===== src/tbd_pkg.sv =====
`default_nettype none

package tbd_pkg;

    localparam int unsigned COUNT_W   = 8;
    localparam int unsigned SUM_W     = 12;
    localparam int unsigned SEEN_W    = 5;
    localparam int unsigned CAL_SHIFT = 4;     // 16 calibration samples
    localparam logic [SEEN_W-1:0] CAL_SAMPLES = SEEN_W'(16);
    localparam int unsigned TDATA_W   = 16;

    typedef struct packed {
        logic               touched;
        logic               calibrating;
        logic [COUNT_W-1:0] baseline;
    } result_t;

endpackage

`default_nettype wire


===== src/touch_baseline_detector.sv =====
// An accepted count's result is registered into the output register, or into the skid
// register while that is held. Throughput: one count per clock while s_tready is high;
// the baseline update is a single pass of shifts, adds/subtracts and compares on the
// 8-bit baseline. A two-entry output buffer (result register plus skid) keeps s_tready
// high while one result waits. Reset (aresetn low, synchronous) clears the baseline,
// the calibration sum and sample count, and empties the output buffer.
`default_nettype none

module touch_baseline_detector (
    input  wire logic        aclk,
    input  wire logic        aresetn,
    input  wire logic        s_tvalid,
    output logic             s_tready,
    input  wire logic [7:0]  s_tdata,   // [7:0] count
    output logic             m_tvalid,
    input  wire logic        m_tready,
    output logic [15:0]      m_tdata,   // [0] touched, [8:1] baseline, [15:9] zero
    output logic             m_tuser    // [0] calibrating
);
    import tbd_pkg::*;

    logic [COUNT_W-1:0] rest_level_reg, rest_level_next;
    logic [SUM_W-1:0]   cal_sum_reg, cal_sum_next;
    logic [SEEN_W-1:0]  cal_seen_reg, cal_seen_next;

    result_t out_reg, skid_reg, res_next;
    logic    out_valid_reg, skid_valid_reg;

    logic               accept, pop, to_out;
    logic [COUNT_W-1:0] cnt, base, trip;
    logic [SEEN_W-1:0]  seen_inc;
    logic [SUM_W-1:0]   sum_inc;

    assign cnt      = s_tdata;
    assign base     = rest_level_reg;
    assign s_tready = !skid_valid_reg;
    assign accept   = s_tvalid && s_tready;
    assign pop      = out_valid_reg && m_tready;
    // new result goes straight to the output register when that slot frees up
    assign to_out   = !out_valid_reg || (pop && !skid_valid_reg);

    assign seen_inc = cal_seen_reg + SEEN_W'(1);
    assign sum_inc  = cal_sum_reg + SUM_W'(cnt);
    assign trip     = base - (base >> 2);

    always_comb begin
        rest_level_next = rest_level_reg;
        cal_sum_next    = cal_sum_reg;
        cal_seen_next   = cal_seen_reg;
        res_next.touched     = 1'b0;
        res_next.calibrating = 1'b0;
        if (cal_seen_reg < CAL_SAMPLES) begin
            res_next.calibrating = 1'b1;
            cal_sum_next  = sum_inc;
            cal_seen_next = seen_inc;
            if (seen_inc >= CAL_SAMPLES) begin
                rest_level_next = sum_inc[SUM_W-1:CAL_SHIFT];
            end
        end else if (cnt < trip) begin
            res_next.touched = 1'b1;
        end else if (cnt > base) begin
            rest_level_next = cnt;
        end else begin
            rest_level_next = base - (base >> CAL_SHIFT) + (cnt >> CAL_SHIFT);
        end
        res_next.baseline = rest_level_next;
    end

    always_ff @(posedge aclk) begin
        if (!aresetn) begin
            rest_level_reg <= '0;
            cal_sum_reg    <= '0;
            cal_seen_reg   <= '0;
            out_valid_reg  <= 1'b0;
            skid_valid_reg <= 1'b0;
        end else begin
            if (accept) begin
                rest_level_reg <= rest_level_next;
                cal_sum_reg    <= cal_sum_next;
                cal_seen_reg   <= cal_seen_next;
            end
            // skid holds a result only while s_tready is low, so no accept here
            if (pop && skid_valid_reg) begin
                out_reg        <= skid_reg;
                skid_valid_reg <= 1'b0;
            end else if (accept && to_out) begin
                out_reg       <= res_next;
                out_valid_reg <= 1'b1;
            end else if (pop) begin
                out_valid_reg <= 1'b0;
            end
            if (accept && !to_out) begin
                skid_reg       <= res_next;
                skid_valid_reg <= 1'b1;
            end
        end
    end

    assign m_tvalid = out_valid_reg;
    assign m_tdata  = {(TDATA_W - COUNT_W - 1)'(0), out_reg.baseline, out_reg.touched};
    assign m_tuser  = out_reg.calibrating;

    a_no_touch_while_cal : assert property (@(posedge aclk) disable iff (!aresetn)
        m_tvalid |-> !(out_reg.touched && out_reg.calibrating))
        else $error("touch reported during calibration");

    a_skid_needs_out : assert property (@(posedge aclk) disable iff (!aresetn)
        skid_valid_reg |-> out_valid_reg)
        else $error("skid entry held with empty output register");

    a_seen_saturates : assert property (@(posedge aclk) disable iff (!aresetn)
        cal_seen_reg <= CAL_SAMPLES)
        else $error("calibration sample count overran");

    a_baseline_frozen_on_touch : assert property (@(posedge aclk) disable iff (!aresetn)
        (accept && res_next.touched) |=> (rest_level_reg == $past(rest_level_reg)))
        else $error("baseline moved on a touch");

endmodule

`default_nettype wire

===== config.mk =====
export PLATFORM = sky130hd
export DESIGN_NAME = touch_baseline_detector
export DESIGN_NICKNAME = d
export VERILOG_FILES = /design/src/tbd_pkg.sv /design/src/touch_baseline_detector.sv
export SDC_FILE = /design/constraint.sdc
export NUM_CORES = 1
export LEC_CHECK = 0
export ABC_AREA = 1
export BUFFER_PORTS_ARGS = -buffer_cell sky130_fd_sc_hd__buf_4
export CAP_MARGIN = 30
export CORE_MARGIN = 4
export CORE_UTILIZATION = 51
export CTS_BUF_LIST = sky130_fd_sc_hd__clkbuf_4 sky130_fd_sc_hd__clkbuf_8
export DETAILED_ROUTE_END_ITERATION = 12
export GPL_TIMING_DRIVEN = 0
export HOLD_SLACK_MARGIN = 0.1
export PLACE_DENSITY = 0.69
export SYNTH_ARGS = -nofsm -noshare
export SYNTH_HDL_FRONTEND = slang
export SYNTH_SLANG_ARGS = --single-unit

===== constraint.sdc =====
create_clock -name aclk -period 3.1 [get_ports aclk]
set_input_delay 0.155 -clock aclk [delete_from_list [all_inputs] [get_ports aclk]]
set_output_delay 0.155 -clock aclk [all_outputs]
set_load 0.1 [all_outputs]

# Yosys cells after proc, flatten, opt, wreduce, memory -nomap -nowiden
# Cells that the tools add are included.
[totals] register_bits=47 inputBits=12 output_inout_bits=19 word_cells=51
[op_classes] add_sub_neg=5 magnitude_cmp=4 n_mux=13 n_bitwise=1 n_reduce_logical=17
[op_table] cell="two-way mux 8 bit" count=4
[op_table] cell="two-way mux 10 bit" count=2
[op_table] cell="adder 12 x 8 -> 12 bit" count=1
[op_table] cell="adder 8 x 4 -> 8 bit" count=1
[op_table] cell="> comparator 8 bit" count=1
[op_table] cell="< comparator 8 bit" count=1
[op_table] cell="AND reduction 2 bit" count=4
[op_table] cell="subtractor 8 x 4 -> 8 bit" count=1
[op_table] cell="subtractor 8 x 6 -> 8 bit" count=1
[op_table] cell="two-way mux 1 bit" count=7
[op_table] cell="logical AND 1 bit" count=6
[op_table] cell="nonzero test 2 bit" count=3
[op_table] cell="adder 5 x 1 -> 5 bit (second input constant)" count=1
[op_table] cell=">= comparator 5 bit (second input constant)" count=1
[op_table] cell="< comparator 5 bit (second input constant)" count=1
[op_table] cell="zero test 1 bit" count=3
[op_table] cell="logical OR 1 bit" count=1
[op_table] cell="inverter 1 bit" count=1

# Depth between registers and ports, before layout
[depth] ltp_word=7 mapped_depth=22 mapped_depth_nobuf=22

# Worst setup path after synthesis
# No wires, ideal clock.
[synth_path] kind="register to register" startpoint="reg rest_level_reg[4] (netlist: base[4])" endpoint="reg out_reg, in the netlist m_tdata[6], data pin" arrival_time_ns=2.594 t_required_ns=2.848 setup_slack_ns=0.254 path_stages_with_launch=19 n_path_buf=0 synth_period_minus_slack_ns=2.846 path_cell_list="dfxtp_1 inv_1 ha_1 nand3_1 nand2_1 a21oi_1 o21ai_0 nand2_1 nand2_1 xor2_1 ha_1 nand2_1 inv_1 nor3_4 a21oi_1 nand2_1 nand3_2 nand2_1 nand2_1"
[synth_lines] item="from (decl)" line_no="touch_baseline_detector.sv:22" source="logic [COUNT_W-1:0] rest_level_reg, rest_level_next;"
[synth_lines] item="from (signal assigned)" line_no="touch_baseline_detector.sv:78" source="rest_level_reg <= rest_level_next;"
[synth_lines] item="to (signal assigned)" line_no="touch_baseline_detector.sv:84" source="out_reg <= skid_reg;"
[synth_lines] item="to (signal assigned)" line_no="touch_baseline_detector.sv:87" source="out_reg <= res_next;"
[synth_lines] item="to (decl)" line_no="touch_baseline_detector.sv:26" source="result_t out_reg, skid_reg, res_next;"

==> summary.md <==
The flow ran to the end, and the final reports show no timing, DRC or antenna violations. The post-route total power was 2.24 mW. Global routing consumed, over all layers together, 22.1% of the routing resources. The number of nets at the end of the flow was 655. Pin placement for this block handled 31 I/O pins.

The worst setup path is captured at a flop. The die covers 8980 um^2. Sequential cells burn 32.5% of the power. The combined area of all synthesized cells came out at 3840 um^2.

At the pin with the least slew margin, the transition time is 0.830 ns. The flip-flop and latch count after synthesis was 47. For this configuration, the core starts out at a cell density of 52.6%. The die height is 94.7 um. The placement-stage cell area was 4160 um^2; the power per cell area was 491 nW/um^2. The worst setup path category was reg -> reg.

In the post-route analysis, the smallest setup slack over all paths is 0.105 ns. For this run, the detailed router's first-pass iteration total came to 7. Setup violations remaining at the end of the flow were counted as 0.

After detailed routing, the number of remaining DRC violations is 0. The count of placed standard cells including taps was 676; the proportion of power drawn by combinational gates was 46.6%. TritonCTS built the clock tree.

Timing would allow up to 0.334 GHz. The analysis attributes to net switching a power of 0.907 mW. Clock tree root buffer cell: clkbuf_8. The run gives 0 ns as the setup TNS.

For the post-layout instance count excluding filler cells, the log shows 699. Path type of the worst min-delay path: in -> reg. Net switching is 40.5% of the power. The routed design could run at a clock period as short as 2.99 ns. The run gives 47 as the clock sink count. The reg2reg setup slack came out at 0.11 ns. For this run the aggregate overflow at the end of global routing stands at 0. The top-area cell type share of the netlist area came out at 15.7%. Clock network fraction of total power: 20.9%.

Final count of hold timing violations: 0. The floorplan has 31 rows. The clock arrives with 0.0111 ns of skew. The run gives 0 as the number of pins exceeding their max-slew limit in the final report. The tools report the gate count of the mapped netlist as 548.

The internal cell power is 1.33 mW. The run gives 0.136 ns as the worst hold slack across all endpoints. The first global-routing pass estimated 15.5 mm of wire. Setup repair after global routing could not meet its margin everywhere. The tools report the area of the core as 7290 um^2. The half-perimeter wire length after detailed placement was 7.15 mm; the port buffer count was 23. With fillers left out, the area of the finished cells amounts to 4550 um^2.

The flip-flop count of the largest register after layout was 12; the number of synthesis warnings was 0. The count of nets left with antenna violations once routing finished came out at 0. Maximum fanout along the worst path: 7. Total clock buffers created by CTS: 5.

The worst setup path is launched from a flop. Clock-pin slew was measured on the worst setup and hold paths at 0.10 ns. The routed length per instance is 13.6 um, and the leakage power is 2.40 nW. For the source-to-sink clock delay at the later pin of the worst-skew pair, the log shows 0.31 ns. For the sequential share of the synthesized area, the log shows 29.7%. By area the synthesized netlist is led by nand2_1 16%, edfxtp_1 16%, dfxtp_1 14%. Before CTS, the worst setup slack after placement is -0.319 ns.

The fill cell total of the finished layout came out at 674. The logs give 0 for the initial antenna violation count and 44.5% for the worst slew margin relative to its limit. The logs give 308 uV for the maximum vdd drop and 16 for the largest net degree at the start of global routing. The H-tree was split into 2 levels.

The final clock period utilization by the worst path is 96.6%. For this block, the initial DRC count from the detailed router was 244. The final route contains 3605 vias.

From synthesis to final layout, the design area changed by 18.7%. Yosys mapped the design onto 38 distinct sky130hd cell types. The tools report the total of max-cap violations as 0. The diode insertion count for antenna repair came out at 0. At the end of the flow the core is filled with cells to 62.5%. Using the TritonRoute via totals, the vias-per-cell ratio works out to 5.16. In the final layout, the share of cells above drive strength 1 is 20.7%.

The congestion estimate from routability-driven global placement came to 0.893. For the worst setup path, the data arrival time is 3.06 ns. For this block, the routed nets add up to 9.50 mm of wire.

The mean instance size in the synthesized netlist works out to 7.00 um^2. The number of buffers between clock root and the deepest sink was 2. X dimension of the die: 94.7 um. Number of global-route vias before repair: 3310. Of all cell types, the one taking the most synthesized area is nand2_1. The run gives 3.17 ns as the required time of the critical path.
logic make-up after synthesis:
| family | share of synthesized area (%) |
|---|---|
| AND/OR/NAND/NOR | 30.1 |
| buffers and inverters | 12.3 |
| AO/OA/AOI/OAI | 9.81 |
| flip-flops | 29.7 |
| adder cells (fa/ha/maj) | 15.5 |
| XOR/XNOR | 2.51 |
| other | 0.0977 |
metal layers:
metal | up-vias | share of wire, % | GRT usage (%)
met2 | 107 | 51 | 39.3
li1 | 1849 | - | -
met3 | 12 | 4.5 | 2.95
met5 | - | 0 | 0
met1 | 1637 | 43 | 28.2
met4 | 0 | 1.3 | 5.53
cell usage in the layout (no fill, tap or decap), types with 2 or more instances in the layout:
cell type and n:
a21o_1 2, a21oi_1 33, a21oi_2 6, buf_2 4, buf_4 44, clkbuf_1 3
clkbuf_8 5, clkinv_1 2, conb_1 7, dfxtp_1 21, dfxtp_2 2, dfxtp_4 4
edfxtp_1 20, fa_1 5, ha_1 35, ha_4 2, inv_1 87, inv_2 8
inv_4 2, nand2_1 141, nand2_2 24, nand3_1 52, nand3_2 6, nand3b_1 2
nand4_1 4, nor2_1 21, nor2_2 4, nor3_1 2, o211ai_1 6, o21ai_0 15
o21bai_1 2, xnor2_1 6, xor2_1 5
power by group through the flow:
stage	logic [mW]	registers (mW)	clock network, mW
final	1.04	0.727	0.467
after global routing	1.17	0.731	0.505
after CTS	0.947	0.726	0.477
after detailed placement	0.905	0.738	0
after global placement	0.882	0.737	0
after floorplan	0.668	0.786	0
what timing repair did:
item | CTS | global route
setup endpoints to repair | 25 | 24
pin swaps | 1 | 22
hold buffers | 0 | 0
gates resized for setup | 9 | 49
buffers inserted | 2 | 12
layout make-up:
class	count	area [um^2]	area share, %
plain buffers	16	98.8	2.17
well taps	99	124	2.72
clock inverters	3	42.5	0.934
multi-input cells	392	2380	52.3
repair buffers	38	298	6.54
clock buffers	5	68.8	1.51
inverters	99	380	8.35
flip-flops and latches	47	1160	25.4
Yosys cell counts, drive strengths merged:
master	n
nand3	58
ha	38
nor2	26
a21oi	39
a21o	2
fa	6
o21bai	2
inv	98
buf	13
xor2	5
o211ai	6
and3	1
conb	1
a31oi	1
nand2	167
nand4	5
xnor2	6
clkinv	1
edfxtp	20
o21a	1
nand3b	2
nor3	3
o21ai	17
clkbuf	3
dfxtp	27
path summary, 6_finish.rpt:
path                        start              end  depth (start not counted)
setup / recovery          base[2]       m_tdata[1]                         21
hold / removal            aresetn   cal_sum_reg[2]                          3
setup reg to reg          base[2]       m_tdata[1]                         21
hold reg to reg   cal_seen_reg[3]  cal_seen_reg[3]                          1
critical path: stages, from the launching register on:
cell	delay, ns
dfxtp_4	0.38
buf_4	0.14
ha_4	0.29
nand3_2	0.08
nand2_2	0.08
a21oi_2	0.06
o21ai_2	0.16
nand2_1	0.07
nand2_1	0.08
xor2_1	0.17
ha_1	0.28
nand2_2	0.09
nor2_2	0.05
nor3_4	0.20
buf_12	0.15
nand3_2	0.07
nand2_1	0.07
inv_1	0.05
nand2_2	0.08
nand2_2	0.07
nand2_1	0.08
nand2_1	0.04
Power figures use the tool's default switching activity.
